`src/sv/adsd_pkg.sv`:
```
// ----------------------------------------------------------------------------
// adsd_pkg
// Types, constants and table functions of the ADPCM speech decoder.
// ----------------------------------------------------------------------------
`timescale 1ns / 1ps

package adsd_pkg;

    localparam int ZERO_TAPS_DEF = 6;
    localparam int CFG_IDX_W     = 1;

    typedef enum logic [CFG_IDX_W-1:0] {
        CFG_RATE_MODE = 1'b0,
        CFG_LSB_FIRST = 1'b1
    } t_cfg_idx;

    localparam logic signed [15:0] TONE_LIMIT = -16'sd11776;
    localparam logic [12:0]        FAST_MIN   = 13'd544;
    localparam logic [12:0]        FAST_MAX   = 13'd5120;
    localparam logic signed [17:0] POLE0_LIM  = 18'sd15360;
    localparam logic signed [17:0] POLE1_LIM  = 18'sd12288;
    localparam logic [18:0]        SLOW_RST   = 19'd34816;
    localparam logic [12:0]        MIX_LOW    = 13'd1535;
    localparam logic [9:0]         AP_TRANS   = 10'd256;
    localparam logic [14:0]        THR_CAP    = 15'h1f << 10;

    typedef struct packed {
        logic       sign;
        logic [4:0] exp;
        logic [5:0] mant;
    } t_fl;

    localparam t_fl FL_RESET = '{sign: 1'b0, exp: 5'd0, mant: 6'd32};

    typedef struct packed {
        logic       load;
        logic       quant;
        logic       adapt;
        logic       scale;
        logic       mix;
        logic       pred;
        logic       emit;
        logic       last;
        logic [1:0] code_idx;
    } t_dp_cmd;

    typedef struct packed {
        logic wide;
        logic pred_last;
    } t_dp_status;

    // Fold the code onto its magnitude index (tables are mirror symmetric).
    function automatic logic [2:0] mag_idx(input logic [3:0] code, input logic wide);
        logic [2:0] m;
        if (wide) begin
            m = code[3] ? ~code[2:0] : code[2:0];
        end else begin
            m = {2'b00, code[1] ? ~code[0] : code[0]};
        end
        return m;
    endfunction

    // Log of the quantized difference; negative marks a zero difference.
    function automatic logic signed [10:0] dqln_lut(input logic [3:0] code, input logic wide);
        logic signed [10:0] v;
        logic [2:0]         m;
        m = mag_idx(code, wide);
        if (!wide) begin
            v = m[0] ? 11'sd365 : 11'sd116;
        end else begin
            case (m)
                3'd0: v = -11'sd1;
                3'd1: v = 11'sd4;
                3'd2: v = 11'sd135;
                3'd3: v = 11'sd213;
                3'd4: v = 11'sd273;
                3'd5: v = 11'sd323;
                3'd6: v = 11'sd373;
                3'd7: v = 11'sd425;
                default: v = -11'sd1;
            endcase
        end
        return v;
    endfunction

    function automatic logic signed [11:0] wmul_lut(input logic [3:0] code, input logic wide);
        logic signed [11:0] v;
        logic [2:0]         m;
        m = mag_idx(code, wide);
        if (!wide) begin
            v = m[0] ? 12'sd439 : -12'sd22;
        end else begin
            case (m)
                3'd0: v = -12'sd12;
                3'd1: v = 12'sd18;
                3'd2: v = 12'sd41;
                3'd3: v = 12'sd64;
                3'd4: v = 12'sd112;
                3'd5: v = 12'sd198;
                3'd6: v = 12'sd355;
                3'd7: v = 12'sd1122;
                default: v = -12'sd12;
            endcase
        end
        return v;
    endfunction

    function automatic logic [2:0] fval_lut(input logic [3:0] code, input logic wide);
        logic [2:0] v;
        logic [2:0] m;
        m = mag_idx(code, wide);
        if (!wide) begin
            v = m[0] ? 3'd7 : 3'd0;
        end else begin
            case (m)
                3'd3, 3'd4, 3'd5: v = 3'd1;
                3'd6:             v = 3'd3;
                3'd7:             v = 3'd7;
                default:          v = 3'd0;
            endcase
        end
        return v;
    endfunction

    // Sign, bit count and six leading bits; zero maps to mantissa 32.
    function automatic t_fl to_float(input logic signed [17:0] v);
        logic [17:0] m;
        logic [4:0]  e;
        logic [23:0] sh;
        t_fl         f;
        m = v[17] ? 18'(-v) : 18'(v);
        e = '0;
        for (int i = 0; i < 18; i++) begin
            if (m[i]) begin
                e = 5'(i + 1);
            end
        end
        sh     = {m, 6'b0} >> e;
        f.sign = v[17];
        f.exp  = e;
        f.mant = (m == '0) ? 6'd32 : sh[5:0];
        return f;
    endfunction

    function automatic logic signed [21:0] fmul(input t_fl a, input t_fl b);
        logic [5:0]  e;
        logic [11:0] p;
        logic [11:0] ps;
        logic [7:0]  r;
        logic [21:0] q;
        e  = 6'(a.exp) + 6'(b.exp);
        p  = a.mant * b.mant;
        ps = (p + 12'd48) >> 4;
        r  = ps[7:0];
        if (e > 6'd19) begin
            q = ((e - 6'd19) < 6'd20) ? (22'(r) << (e - 6'd19)) : '0;
        end else begin
            q = 22'(r) >> (6'd19 - e);
        end
        return (a.sign ^ b.sign) ? -$signed(q) : $signed(q);
    endfunction

endpackage

```
`src/sv/adsd_ctrl.sv`:
```
// ----------------------------------------------------------------------------
// adsd_ctrl
// Sequencer: accepts a byte, steps each code through the datapath, owns the
// output valid.
// ----------------------------------------------------------------------------
`timescale 1ns / 1ps

module adsd_ctrl (
    input  logic                  i_clk,
    input  logic                  i_rst_n,
    input  logic                  i_valid,
    output logic                  o_stall,
    output logic                  o_valid,
    input  logic                  i_stall,
    input  adsd_pkg::t_dp_status  i_status,
    output adsd_pkg::t_dp_cmd     o_cmd
);
    import adsd_pkg::*;

    typedef enum logic [6:0] {
        S_IDLE  = 7'b0000001,
        S_QUANT = 7'b0000010,
        S_ADAPT = 7'b0000100,
        S_SCALE = 7'b0001000,
        S_MIX   = 7'b0010000,
        S_PRED  = 7'b0100000,
        S_EMIT  = 7'b1000000
    } t_state;

    t_state     r_state, n_state;
    logic [1:0] r_k, n_k;
    logic       r_out_valid, n_out_valid;
    logic       last_code;
    logic       out_free;

    assign last_code = i_status.wide ? (r_k == 2'd1) : (r_k == 2'd3);
    assign out_free  = !r_out_valid || !i_stall;
    assign o_stall   = (r_state != S_IDLE);
    assign o_valid   = r_out_valid;

    always_comb begin
        n_state      = r_state;
        n_k          = r_k;
        n_out_valid  = r_out_valid && i_stall;
        o_cmd        = '0;
        o_cmd.last   = last_code;
        o_cmd.code_idx = r_k;
        case (r_state)
            S_IDLE: begin
                if (i_valid) begin
                    o_cmd.load = 1'b1;
                    n_k        = 2'd0;
                    n_state    = S_QUANT;
                end
            end
            S_QUANT: begin
                o_cmd.quant = 1'b1;
                n_state     = S_ADAPT;
            end
            S_ADAPT: begin
                o_cmd.adapt = 1'b1;
                n_state     = S_SCALE;
            end
            S_SCALE: begin
                o_cmd.scale = 1'b1;
                n_state     = S_MIX;
            end
            S_MIX: begin
                o_cmd.mix = 1'b1;
                n_state   = S_PRED;
            end
            S_PRED: begin
                o_cmd.pred = 1'b1;
                if (i_status.pred_last) begin
                    n_state = S_EMIT;
                end
            end
            S_EMIT: begin
                // hold until the output register is free
                if (out_free) begin
                    o_cmd.emit  = 1'b1;
                    n_out_valid = 1'b1;
                    if (last_code) begin
                        n_state = S_IDLE;
                    end else begin
                        n_k     = r_k + 2'd1;
                        n_state = S_QUANT;
                    end
                end
            end
            default: begin
                n_state = S_IDLE;
            end
        endcase
    end

    always_ff @(posedge i_clk) begin
        if (!i_rst_n) begin
            r_state     <= S_IDLE;
            r_k         <= 2'd0;
            r_out_valid <= 1'b0;
        end else begin
            r_state     <= n_state;
            r_k         <= n_k;
            r_out_valid <= n_out_valid;
        end
    end

endmodule

```
`src/sv/adsd_dp.sv`:
```
// ----------------------------------------------------------------------------
// adsd_dp
// Datapath: unpacking, inverse quantizer, scale and speed adaptation,
// predictor update and the shared eight-tap predictor multiplier.
// ----------------------------------------------------------------------------
`timescale 1ns / 1ps

module adsd_dp #(
    parameter int ZERO_TAPS = adsd_pkg::ZERO_TAPS_DEF
) (
    input  logic                              i_clk,
    input  logic                              i_rst_n,
    input  logic                              i_cfg_we,
    input  logic [adsd_pkg::CFG_IDX_W-1:0]    i_cfg_idx,
    input  logic [0:0]                        i_cfg_data,
    input  logic [7:0]                        i_code_byte,
    input  adsd_pkg::t_dp_cmd                 i_cmd,
    output adsd_pkg::t_dp_status              o_status,
    output logic signed [15:0]                o_pcm_sample,
    output logic                              o_last_of_byte
);
    import adsd_pkg::*;

    localparam int NTAPS = ZERO_TAPS + 2;
    localparam int TW    = $clog2(NTAPS);

    // configuration and the byte under work
    logic       r_rate_mode, r_lsb_first;
    logic [7:0] r_byte;
    logic       r_wide, r_lsb;

    // decoder state
    logic signed [15:0] r_a [2];
    logic signed [16:0] r_b [ZERO_TAPS];
    logic [1:0]         r_psh_neg;
    t_fl                r_sr_hist [2];
    t_fl                r_dq_hist [ZERO_TAPS];
    logic [12:0]        r_fast;
    logic [18:0]        r_slow;
    logic [12:0]        r_mixed;
    logic [11:0]        r_short;
    logic [13:0]        r_long;
    logic [9:0]         r_ap;
    logic               r_tone;
    logic signed [20:0] r_se, r_pe;

    // per-code values
    logic signed [16:0] r_dq;
    logic               r_isig, r_tr;
    logic signed [15:0] r_sr;
    logic               r_pk0_zero, r_pk0_neg, r_dq0_zero;

    // predictor loop
    logic [TW-1:0]      r_tap;
    logic signed [21:0] r_acc;

    // output register
    logic signed [15:0] r_pcm;
    logic               r_last;

    // ---------------- unpack ----------------
    logic [2:0] shamt;
    logic [7:0] shifted;
    logic [3:0] code;
    logic       isig;

    always_comb begin
        if (r_wide) begin
            shamt = r_lsb ? {i_cmd.code_idx[0], 2'b00} : {~i_cmd.code_idx[0], 2'b00};
        end else begin
            shamt = r_lsb ? {i_cmd.code_idx, 1'b0} : 3'd6 - {i_cmd.code_idx, 1'b0};
        end
        shifted = r_byte >> shamt;
        code    = r_wide ? shifted[3:0] : {2'b00, shifted[1:0]};
        isig    = r_wide ? code[3] : code[1];
    end

    // ---------------- inverse quantizer ----------------
    logic signed [10:0] dqln;
    logic [11:0]        dql;
    logic [22:0]        dsh;
    logic [15:0]        mag;
    logic [3:0]         ylint;
    logic [14:0]        thr2;
    logic [16:0]        thr3;
    logic               tr;
    logic signed [16:0] dq;
    logic signed [21:0] sr_sum, pk_sum;

    always_comb begin
        dqln  = dqln_lut(code, r_wide);
        dql   = {3'b000, dqln[8:0]} + {1'b0, r_mixed[12:2]};
        dsh   = 23'({1'b1, dql[6:0]}) << dql[10:7];
        mag   = dqln[10] ? 16'd0 : dsh[22:7];
        ylint = r_slow[18:15];
        thr2  = (ylint > 4'd9) ? THR_CAP : (15'({1'b1, r_slow[14:10]}) << ylint);
        thr3  = {2'b00, thr2} + {1'b0, thr2, 1'b0};
        tr    = r_tone && ({1'b0, mag} > thr3[16:2]);
        dq    = isig ? -$signed({1'b0, mag}) : $signed({1'b0, mag});
        sr_sum = 22'(r_se) + 22'(dq);
        pk_sum = 22'(r_pe) + 22'(dq);
    end

    // ---------------- predictor and scale adaptation ----------------
    logic signed [16:0] t_pole, fa1_raw, fa1;
    logic signed [8:0]  u1, u0;
    logic signed [17:0] a1_sum, a1c, a0_sum, a0c, lim;
    logic signed [17:0] b_sum [ZERO_TAPS];
    logic signed [8:0]  ub [ZERO_TAPS];
    logic [2:0]         fi;
    logic signed [11:0] wi;
    logic signed [13:0] s_short, ns_short;
    logic signed [15:0] s_long, ns_long;
    logic signed [14:0] s_mix, f_sum, f_clamp;
    t_fl                dq_fl;

    always_comb begin
        t_pole = r_pk0_zero ? 17'sd0 :
                 ((r_psh_neg[0] == r_pk0_neg) ? -17'(r_a[0]) : 17'(r_a[0]));
        fa1_raw = t_pole >>> 5;
        if (fa1_raw > 17'sd255) begin
            fa1 = 17'sd255;
        end else if (fa1_raw < -17'sd256) begin
            fa1 = -17'sd256;
        end else begin
            fa1 = fa1_raw;
        end
        u1 = r_pk0_zero ? 9'sd0 : ((r_psh_neg[1] ^ r_pk0_neg) ? -9'sd128 : 9'sd128);
        u0 = r_pk0_zero ? 9'sd0 : ((r_psh_neg[0] ^ r_pk0_neg) ? -9'sd192 : 9'sd192);
        a1_sum = 18'(r_a[1]) + 18'(u1) + 18'(fa1) - 18'(r_a[1] >>> 7);
        if (a1_sum > POLE1_LIM) begin
            a1c = POLE1_LIM;
        end else if (a1_sum < -POLE1_LIM) begin
            a1c = -POLE1_LIM;
        end else begin
            a1c = a1_sum;
        end
        lim    = POLE0_LIM - a1c;
        a0_sum = 18'(r_a[0]) + 18'(u0) - 18'(r_a[0] >>> 8);
        if (a0_sum > lim) begin
            a0c = lim;
        end else if (a0_sum < -lim) begin
            a0c = -lim;
        end else begin
            a0c = a0_sum;
        end
        for (int i = 0; i < ZERO_TAPS; i++) begin
            ub[i] = r_dq0_zero ? 9'sd0 :
                    ((r_isig ^ r_dq_hist[i].sign) ? -9'sd128 : 9'sd128);
            b_sum[i] = 18'(r_b[i]) + 18'(ub[i]) - 18'(r_b[i] >>> 8);
        end

        // the code's sign bit stands even for a zero difference
        dq_fl      = to_float(18'(r_dq));
        dq_fl.sign = r_isig;

        fi       = fval_lut(code, r_wide);
        wi       = wmul_lut(code, r_wide);
        s_short  = $signed({2'b00, r_short});
        ns_short = s_short + $signed({7'b0, fi, 4'b0}) + ((-s_short) >>> 5);
        s_long   = $signed({2'b00, r_long});
        ns_long  = s_long + $signed({9'b0, fi, 4'b0}) + ((-s_long) >>> 7);
        s_mix    = $signed({2'b00, r_mixed});
        f_sum    = s_mix + 15'(wi) + ((-s_mix) >>> 5);
        if (f_sum < $signed({2'b00, FAST_MIN})) begin
            f_clamp = $signed({2'b00, FAST_MIN});
        end else if (f_sum > $signed({2'b00, FAST_MAX})) begin
            f_clamp = $signed({2'b00, FAST_MAX});
        end else begin
            f_clamp = f_sum;
        end
    end

    // ---------------- speed control and slow scale ----------------
    logic               tone_n;
    logic signed [15:0] d_diff, d_abs;
    logic signed [10:0] s_ap, ap1, ap2;
    logic               ap_inc;
    logic signed [20:0] s_slow, ns_slow;

    always_comb begin
        tone_n = r_a[1] < TONE_LIMIT;
        d_diff = $signed({2'b00, r_short, 2'b00}) - $signed({2'b00, r_long});
        d_abs  = d_diff[15] ? -d_diff : d_diff;
        ap_inc = (r_mixed <= MIX_LOW) || tone_n ||
                 (d_abs >= $signed({5'b0, r_long[13:3]}));
        s_ap   = $signed({1'b0, r_ap});
        ap1    = s_ap + ((-s_ap) >>> 4);
        ap2    = ap1 + (ap_inc ? 11'sd32 : 11'sd0);
        s_slow  = $signed({2'b00, r_slow});
        ns_slow = s_slow + $signed({8'b0, r_fast}) + ((-s_slow) >>> 6);
    end

    // ---------------- mixed scale ----------------
    logic [6:0]         sl;
    logic signed [13:0] fs_diff;
    logic signed [21:0] mprod;
    logic signed [22:0] msum, mshift;

    always_comb begin
        sl      = (r_ap >= AP_TRANS) ? 7'd64 : r_ap[8:2];
        fs_diff = $signed({1'b0, r_fast}) - $signed({1'b0, r_slow[18:6]});
        mprod   = fs_diff * $signed({1'b0, sl});
        msum    = $signed({4'b0, r_slow}) + 23'(mprod);
        mshift  = msum >>> 6;
    end

    // ---------------- shared predictor tap ----------------
    logic signed [17:0] c_all [NTAPS];
    t_fl                h_all [NTAPS];
    logic signed [21:0] tap_prod, acc_n, acc_half;

    always_comb begin
        for (int i = 0; i < ZERO_TAPS; i++) begin
            c_all[i] = 18'(r_b[i] >>> 2);
            h_all[i] = r_dq_hist[i];
        end
        for (int j = 0; j < 2; j++) begin
            c_all[ZERO_TAPS + j] = 18'(r_a[j] >>> 2);
            h_all[ZERO_TAPS + j] = r_sr_hist[j];
        end
        tap_prod = fmul(to_float(c_all[r_tap]), h_all[r_tap]);
        acc_n    = r_acc + tap_prod;
        acc_half = acc_n >>> 1;
    end

    assign o_status.wide      = r_wide;
    assign o_status.pred_last = (r_tap == TW'(NTAPS - 1));

    // ---------------- payload registers ----------------
    always_ff @(posedge i_clk) begin
        if (i_cmd.load) begin
            r_byte <= i_code_byte;
            r_wide <= r_rate_mode;
            r_lsb  <= r_lsb_first;
        end
        if (i_cmd.quant) begin
            r_dq       <= dq;
            r_isig     <= isig;
            r_tr       <= tr;
            r_sr       <= sr_sum[15:0];
            r_pk0_zero <= (pk_sum == 22'sd0);
            r_pk0_neg  <= pk_sum[21];
            r_dq0_zero <= (mag == 16'd0);
        end
        if (i_cmd.mix) begin
            r_tap <= '0;
            r_acc <= '0;
        end else if (i_cmd.pred) begin
            r_tap <= r_tap + 1'b1;
            r_acc <= acc_n;
        end
        if (i_cmd.emit) begin
            // saturate the reconstructed signal times four
            if (r_sr > 16'sd8191) begin
                r_pcm <= 16'sd32767;
            end else if (r_sr < -16'sd8192) begin
                r_pcm <= -16'sd32768;
            end else begin
                r_pcm <= $signed({r_sr[13:0], 2'b00});
            end
            r_last <= i_cmd.last;
        end
    end

    // ---------------- state registers ----------------
    always_ff @(posedge i_clk) begin
        if (!i_rst_n) begin
            r_rate_mode <= 1'b0;
            r_lsb_first <= 1'b0;
            r_a[0]      <= '0;
            r_a[1]      <= '0;
            for (int i = 0; i < ZERO_TAPS; i++) begin
                r_b[i]       <= '0;
                r_dq_hist[i] <= FL_RESET;
            end
            r_psh_neg    <= 2'b00;
            r_sr_hist[0] <= FL_RESET;
            r_sr_hist[1] <= FL_RESET;
            r_fast       <= FAST_MIN;
            r_slow       <= SLOW_RST;
            r_mixed      <= FAST_MIN;
            r_short      <= '0;
            r_long       <= '0;
            r_ap         <= '0;
            r_tone       <= 1'b0;
            r_se         <= '0;
            r_pe         <= '0;
        end else begin
            if (i_cfg_we) begin
                case (i_cfg_idx)
                    CFG_RATE_MODE: r_rate_mode <= i_cfg_data[0];
                    CFG_LSB_FIRST: r_lsb_first <= i_cfg_data[0];
                    default: ;
                endcase
            end
            if (i_cmd.adapt) begin
                // a transition clears every predictor coefficient
                r_a[1] <= r_tr ? 16'sd0 : a1c[15:0];
                r_a[0] <= r_tr ? 16'sd0 : a0c[15:0];
                for (int i = 0; i < ZERO_TAPS; i++) begin
                    r_b[i] <= r_tr ? 17'sd0 : b_sum[i][16:0];
                end
                r_psh_neg    <= {r_psh_neg[0], !r_pk0_zero && r_pk0_neg};
                r_sr_hist[1] <= r_sr_hist[0];
                r_sr_hist[0] <= to_float(18'(r_sr));
                for (int i = ZERO_TAPS - 1; i > 0; i--) begin
                    r_dq_hist[i] <= r_dq_hist[i - 1];
                end
                r_dq_hist[0] <= dq_fl;
                r_short <= ns_short[11:0];
                r_long  <= ns_long[13:0];
                r_fast  <= f_clamp[12:0];
            end
            if (i_cmd.scale) begin
                r_tone <= tone_n;
                r_ap   <= r_tr ? AP_TRANS : ap2[9:0];
                r_slow <= ns_slow[18:0];
            end
            if (i_cmd.mix) begin
                r_mixed <= mshift[12:0];
            end
            if (i_cmd.pred) begin
                if (r_tap == TW'(ZERO_TAPS - 1)) begin
                    r_pe <= acc_half[20:0];
                end
                if (r_tap == TW'(NTAPS - 1)) begin
                    r_se <= acc_half[20:0];
                end
            end
        end
    end

    assign o_pcm_sample   = r_pcm;
    assign o_last_of_byte = r_last;

endmodule

```
`src/sv/adpcm_speech_decoder.sv`:
```
// ----------------------------------------------------------------------------
// adpcm_speech_decoder
// G.726 ADPCM decoder at 16 or 32 kbit/s with byte unpacking.
// ----------------------------------------------------------------------------
// Each code runs four update steps and eight passes through the one shared
// predictor tap multiplier, then the output register load, which waits while
// the held sample is stalled. A byte holds two codes at 32 kbit/s and four
// at 16 kbit/s; o_stall stays high until the last code's sample is loaded.
// Synchronous active-low reset restores the scheme's initial decoder state.
`timescale 1ns / 1ps

module adpcm_speech_decoder #(
    parameter int ZERO_TAPS = adsd_pkg::ZERO_TAPS_DEF
) (
    input  logic                           i_clk,
    input  logic                           i_rst_n,
    input  logic                           i_cfg_we,
    input  logic [adsd_pkg::CFG_IDX_W-1:0] i_cfg_idx,
    input  logic [0:0]                     i_cfg_data,
    input  logic                           i_valid,
    output logic                           o_stall,
    input  logic [7:0]                     i_code_byte,
    output logic                           o_valid,
    input  logic                           i_stall,
    output logic signed [15:0]             o_pcm_sample,
    output logic                           o_last_of_byte
);
    import adsd_pkg::*;

    t_dp_cmd    cmd;
    t_dp_status status;

    adsd_ctrl u_ctrl (
        .i_clk    (i_clk),
        .i_rst_n  (i_rst_n),
        .i_valid  (i_valid),
        .o_stall  (o_stall),
        .o_valid  (o_valid),
        .i_stall  (i_stall),
        .i_status (status),
        .o_cmd    (cmd)
    );

    adsd_dp #(
        .ZERO_TAPS (ZERO_TAPS)
    ) u_dp (
        .i_clk          (i_clk),
        .i_rst_n        (i_rst_n),
        .i_cfg_we       (i_cfg_we),
        .i_cfg_idx      (i_cfg_idx),
        .i_cfg_data     (i_cfg_data),
        .i_code_byte    (i_code_byte),
        .i_cmd          (cmd),
        .o_status       (status),
        .o_pcm_sample   (o_pcm_sample),
        .o_last_of_byte (o_last_of_byte)
    );

endmodule

```
`config.mk`:
```
export PLATFORM = sky130hd
export DESIGN_NAME = adpcm_speech_decoder
export DESIGN_NICKNAME = d
export VERILOG_FILES = /design/src/sv/adsd_pkg.sv /design/src/sv/adsd_ctrl.sv /design/src/sv/adsd_dp.sv /design/src/sv/adpcm_speech_decoder.sv
export SDC_FILE = /design/constraint.sdc
export NUM_CORES = 2
export LEC_CHECK = 0
export BUFFER_PORTS_ARGS = -buffer_cell sky130_fd_sc_hd__buf_4
export CAP_MARGIN = 25
export CORE_MARGIN = 2
export CORE_UTILIZATION = 30
export DETAILED_ROUTE_END_ITERATION = 8
export PLACE_DENSITY = 0.41
export SYNTH_ARGS = -nofsm -noshare
export SYNTH_HDL_FRONTEND = slang
export SYNTH_SLANG_ARGS = --single-unit
```
`constraint.sdc`:
```
create_clock -name i_clk -period 36.2 [get_ports i_clk]
set_input_delay 1.81 -clock i_clk [delete_from_list [all_inputs] [get_ports i_clk]]
set_output_delay 1.81 -clock i_clk [all_outputs]
set_load 0.005 [all_outputs]
```
; ---- Yosys cells after proc, flatten, opt, wreduce, memory -nomap -nowiden
; Memories as Yosys holds them, arrays and structs flattened.
; Index checks and enable logic that the tools add are counted.
[totals]
regBits = 223
latchBits = 0
ramBits = 230
mem_bits_ro = 184
mem_count = 6
[mem_list]
columns = name, depth, word_bits, rd, rd_ports_with_merged_regs, write_ports, line
row1 = u_dp.r_b, 6, 17, 6, 0, 6, adsd_dp.sv:34  ; logic signed [16:0] r_b [ZERO_TAPS];
row2 = (no name shown), 8, 12, 1, 0, 0, adsd_pkg.sv:93  ; case (m)
row3 = (no name shown), 8, 11, 1, 0, 0, adsd_pkg.sv:71  ; case (m)
row4 = u_dp.r_dq_hist, 6, 12, 6, 0, 6, adsd_dp.sv:37  ; t_fl r_dq_hist [ZERO_TAPS];
row5 = u_dp.r_a, 2, 16, 2, 0, 2, adsd_dp.sv:33  ; logic signed [15:0] r_a [2];
row6 = u_dp.r_sr_hist, 2, 12, 2, 0, 2, adsd_dp.sv:36  ; t_fl r_sr_hist [2];
[classes]
addsub = 56
n_mul = 2
div_mod_pow = 0
magnitude_cmp = 19
n_eq_ne = 22
shifts = 8
muxes = 169
bitwise = 30
reduce_logical = 22
[ops]
columns = operator, count
row1 = two-way mux 17 bit, 17
row2 = two-way mux 9 bit, 17
row3 = two-way mux 12 bit, 12
row4 = two-way mux 16 bit, 9
row5 = two-way mux 18 bit, 7
row6 = two-way mux 5 bit, 25
row7 = adder 17 x 9 -> 17 bit, 6
row8 = subtractor 17 x 9 -> 17 bit, 6
row9 = right shift 24 x 5 -> 6 bit, 3
row10 = two-way mux 4 bit, 17
row11 = two-way mux 22 bit, 3
row12 = binary-select mux 18 bit (select 3 bit), 1
row13 = logical NOT 18 bit, 3
row14 = one-hot mux 7 bit (7 select lines), 1
row15 = two-way mux 3 bit, 15
row16 = binary-select mux 12 bit (select 3 bit), 1
row17 = negation 18 bit, 2
row18 = adder 16 x 9 -> 17 bit, 2
row19 = negation 16 -> 17 bit, 2
row20 = two-way mux 7 bit, 4
row21 = two-way mux 13 bit, 2
row22 = two-way mux 6 bit, 4
row23 = left shift 8 x 4 -> 23 bit, 1
row24 = adder 21 x 17 -> 22 bit, 1
row25 = 99 further kinds, 167

; ---- Logic depth before layout (Yosys ltp)
[logic_depth]
word_depth = 34
mapped_depth = 56
depth_no_buf = 50

; ---- By module
; A second synthesis with hierarchy kept.
[unflattened]
cells_unflattened = 5842
area_unflattened_um2 = 51360.5
[modules_own_cells]
columns = mod, instances, cells_each, area_each_um2, seq_area_each_um2
row1 = adsd_dp, 1, 5760, 50713.6, 11791.3
row2 = adsd_ctrl, 1, 82, 646.9, 200.2

; ---- Worst setup path before layout
; No wires, ideal clock.
[synth_timing]
path_type = reg-to-reg
start = reg u_dp.r_tap[1]
end = reg u_dp.r_pe[19]
setup_time_ps = 76
arrival_ps = 11893
required_time_ps = 36124
setup_slack_ps = 24232
path_stages_with_launch = 53
path_buffers = 7
period_less_slack_ps = 11968
path_cell_list = dfxtp_1 > buf_6 > buf_6 > buf_8 > buf_6 > mux2i_1 > a22oi_1 > nand2_1 > ha_1 > clkbuf_1 > inv_1 > a2111oi_4 > a21oi_1 > xor2_1 > o211ai_1 > a211oi_4 > nor2_2 > clkbuf_4 > [... 17 more ...] > a222oi_1 > ha_1 > nor2_1 > a21oi_1 > fa_1 > a21o_1 > a21oi_1 > nor2b_1 > o21a_1 > o41ai_1 > o21ai_0 > o41ai_1 > o21ai_0 > o41a_1 > a31oi_1 > xnor2_1 > nand2_1 > a21boi_0
[synth_via]
elab_chain_len = 34
word_cells_on_any_way = 47
[synth_rtl]
columns = item, line
row1 = from (decl), adsd_dp.sv:54  ; logic [TW-1:0] r_tap;
row2 = from (signal assigned), adsd_dp.sv:250  ; r_tap <= r_tap + 1'b1;
row3 = inverter 3 -> 4 bit (not written as such), adsd_dp.sv:222  ; tap_prod = fmul(to_float(c_all[r_tap]), h_all[r_tap]);
row4 = binary-select mux 18 bit (select 3 bit), adsd_dp.sv:222
row5 = two-way mux 18 bit (not written as such) (2 in a row), adsd_dp.sv:222
row6 = negation 18 bit, adsd_pkg.sv:131  ; m = v[17] ? 18'(-v) : 18'(v);
row7 = two-way mux 18 bit, adsd_pkg.sv:131
row8 = two-way mux 1 bit, adsd_pkg.sv:134  ; if (m[i]) begin
row9 = two-way mux 2 bit (2 in a row), adsd_pkg.sv:134
row10 = two-way mux 3 bit (4 in a row), adsd_pkg.sv:134
row11 = [... 13 more ...], n/a
row12 = multiplier 6 x 6 -> 12 bit, adsd_pkg.sv:152  ; p = a.mant * b.mant;
row13 = adder 12 x 6 -> 12 bit, adsd_pkg.sv:153  ; ps = (p + 12'd48) >> 4;
row14 = left shift 8 x 6 -> 22 bit, adsd_pkg.sv:156  ; q = ((e - 6'd19) < 6'd20) ? (22'(r) << (e - 6'd19)) : '0;
row15 = two-way mux 22 bit, adsd_pkg.sv:156
row16 = two-way mux 22 bit, adsd_pkg.sv:155  ; if (e > 6'd19) begin
row17 = negation 22 bit, adsd_pkg.sv:160  ; return (a.sign ^ b.sign) ? -$signed(q) : $signed(q);
row18 = two-way mux 22 bit, adsd_pkg.sv:160
row19 = adder 22 bit, adsd_dp.sv:223  ; acc_n = r_acc + tap_prod;
row20 = to (signal assigned), adsd_dp.sv:325  ; r_pe <= acc_half[20:0];
row21 = to (decl), adsd_dp.sv:45  ; logic signed [20:0] r_se, r_pe;
; Parallel ways exist; a longest one is shown, timed or not. The select of a mux whose other input is x is not followed.
; A chain may end at the register's enable or synchronous reset.

; ---- Worst setup path in the final report
[layout_timing]
start = reg u_dp.r_tap[2]
end = reg u_dp.r_pe[19]
; The elaborated chain is that of the path after synthesis.

==> results.ini <==
[status]
status = finished, final reports clean

[cts]
cts_max_level = 3
cts_tree = done
clockRootBuffer = clkbuf_16
clk_latency_ns = 0.67
clkTransAtPathRegs_ns = 0.06
cts_resized = 0
hold_buffers = 0
clock_sinks = 452
post_cts_buffers = 0
clockBufferDepth = 3
numCtsBuffers = 66

[setup_path]
cp.arrival_ns = 14.68
timing.rr.start = u_dp.r_tap[2]
crit_path_frequent_cell = fa_1
crit_type = flop to flop
reg2regPathDepth = 46
startpoint = u_dp.r_tap[2]
cp-start-kind = flop
crit_required_ns = 36.78
slowest_stage = fa_1
max_stage_delay_ns = 0.60
cp-end-kind = flop
cp_max_fo = 45
r2r_end = u_dp.r_pe[19]
rrSetupSlack_ns = 22.10

[yosys]
synth.cell_area_sq_mm = 0.0496
yosysTopAreaCellShare_pct = 17.8
yosys.area_share.simple_pct = 17.9
synth_area_leaders = edfxtp_1 (18%), ha_1 (13%), fa_1 (9.6%)
synth_cells = 5697
synth_most_common_cell = inv_1
synth-edff-count = 294
synth_seq_cells = 452
synth.area.mux_share_pct = 4.66
synthFlopType = edfxtp_1
synth-seq-area-share_pct = 24.2
synth_top_family_by_area = adder cells
synth.distinct_cells = 124
avgSynthCellArea_sq_um = 8.71
synthAdderAreaFrac_pct = 22.9
yosys.area.top_type = edfxtp_1
synth-xor-area-share_pct = 8.15
synth_common_cells = inv_1 (609), nor2_1 (586), ha_1 (526)
async_flop_share_pct = 0
ys_warn_count = 0
synth-compound-area-share_pct = 16.1

[power]
peakVddDrop_mv = 0.0462
leakagePower_nw = 23.2
power_density_mw_per_mm2 = 49.4

[hold_path]
worstHoldStart = u_dp.r_rate_mode
whs_path_depth = 0
min_path_type = flop to flop
hold_end = u_dp.r_wide

[detailed_routing]
dr.pass1.iters = 5
detail_route.wirelength_mm = 148
antenna_left = 0
initialDrtViolationCount = 2280
routed_via_density = 5.04
wl_per_cell_um = 18.7
route.detailed.drc = 0
vias = 39876

[floorplanning]
boundaryPins = 34
fp-row-count = 149
dieWidth_um = 411
initial_core_util_pct = 30.1
die_h_um = 411
dieArea_sq_mm = 0.169
coreArea_sq_mm = 0.165

[final_layout]
ff_latch_area_sq_mm = 0.0120
multi_input_area_sq_mm = 0.0346
drive_gt1_share_pct = 5.95
area_growth_pct = 9.77
fin_nets = 6441
fillers = 17125
fin_util_pct = 33.1

[timing]
setup_slack_ns = 22.10
max_freq_mhz = 70.9
hold_violations = 0
worstMarginPinSlew_ns = 1.10
rsz0062_at_grt = no
relSlewSlack_pct = 26.3
skew_ns = 0.0440
final-max-slew-violation-count = 0
post-route-min-period_ns = 14.10
final-setup-viol-count = 0
post-route-period-util_pct = 38.9
fin_tns_setup_ns = 0

[grt]
grt_pass1_vias = 39613
grt_max_degree = 99
track_usage_pct = 17.5
grt_first_pass_wirelength_mm = 233
grt_overflow = 0
antenna_found_initial = 6

[run]
maxCapViolCount = 0

[placement]
dp_slack_ns = 21.80
place_congestion = 0.846
io_buffer_count = 33
place_hpwl_mm = 115

-- critical path, delay by kind of cell, from the launching register on --
kind	cells	cell delay [ns]
AO/OA/AOI/OAI	21	6.10
adder cells (fa/ha/maj)	8	3.86
AND/OR/NAND/NOR	9	1.60
buffers and inverters	5	1.08
XOR/XNOR	2	0.55
multiplexers	1	0.48
flip-flops	1	0.31
-- layout make-up --
cell class / instances / share of cell area (%)
Timing Repair Buffer: 76 / 1.08
Clock buffer: 82 / 3.22
Sequential cell: 452 / 22.0
Multi-Input combinational cell: 4452 / 63.6
Inverter: 614 / 4.25
Antenna cell: 1 / 0.00460
Clock inverter: 39 / 0.793
Tap cell: 2189 / 5.03
-- cells by family after synthesis --
logic type                 Yosys count
buffers and inverters              794
AOI/OAI and AO/OA                 1206
DFF                                452
adders and majority gates          764
other                                2
and+or+nand+nor                   1858
xor gates and xnor gates           456
muxes                              165
-- sequential cells by signal, indices dropped and copies added, names as in the netlist, 10 cells and up --
| name | flops |
|---|---|
| u_dp.r_long | 14 |
| u_dp.r_b | 102 |
| u_dp.r_sr | 16 |
| u_dp.r_dq | 17 |
| u_dp.r_slow | 19 |
| u_dp.r_a | 32 |
| u_dp.r_acc | 22 |
| u_dp.r_pe | 21 |
| u_dp.r_short | 12 |
| u_dp.r_mixed | 13 |
| u_dp.r_fast | 13 |
| u_dp.r_dq_hist | 72 |
| u_dp.r_ap | 10 |
| u_dp.r_sr_hist | 24 |
| u_dp.r_se | 16 |
| u_dp.o_pcm_sample | 15 |
-- placed cells by master (no fill, tap or decap), types with 29 or more instances in the layout --
master	n
a211oi_1	37
a21boi_0	40
a21o_1	72
a21oi_1	372
a31oi_1	47
and2_1	53
and3_1	120
buf_4	74
clkbuf_16	67
dfxtp_1	155
edfxtp_1	294
fa_1	238
ha_1	526
inv_1	608
mux2i_1	89
mux4_2	44
nand2_1	481
nand2b_1	69
nand3_1	105
nand4_1	34
nor2_1	584
nor2b_1	68
nor3_1	146
nor4_1	37
o21a_1	61
o21ai_0	199
o21bai_1	63
or2_2	29
or3_1	36
xnor2_1	305
xor2_1	146
-- report_power, final --
part | internal [mW] | switching (mW) | total [mW]
Sequential | 0.570 | 0.0150 | 0.585
Clock | 0.391 | 0.272 | 0.663
Combinational | 0.518 | 0.925 | 1.44
-- layer usage --
layer | vias up | global-route usage, % | routed length [um]
met5 | - | 0 | 13
met4 | 2 | 3.67 | 2990
met3 | 139 | 1.99 | 4340
met2 | 569 | 28.5 | 67400
met1 | 19243 | 24.7 | 73000
li1 | 19923 | - | -
-- how the worst max path moves through the flow --
stage | to | slack (ns) | cells past startpoint
4_1_cts | u_dp.r_pe[19] | 21.77 | 42
6_report | u_dp.r_pe[19] | 22.10 | 46
5_1_grt | u_dp.r_pe[19] | 20.96 | 46
3_3_place_gp | u_dp.r_pe[19] | 22.03 | 42
2_1_floorplan | u_dp.r_pe[19] | 24.23 | 52
3_5_place_dp | u_dp.r_pe[19] | 21.80 | 42
-- stage by stage --
stage               hold WS, ns  power, mW  area [sq um]  cells
floorplan                 0.408       1.62         49600   5698
global placement          0.420       2.03         52200   7778
detailed placement        0.419       2.03         52200   7778
CTS                       0.430       2.72         54400   7899
global route              0.441       2.91         54400   7904
finish                    0.428       2.69         54400   7905
Note: power is estimated with default switching activity, not from simulation.
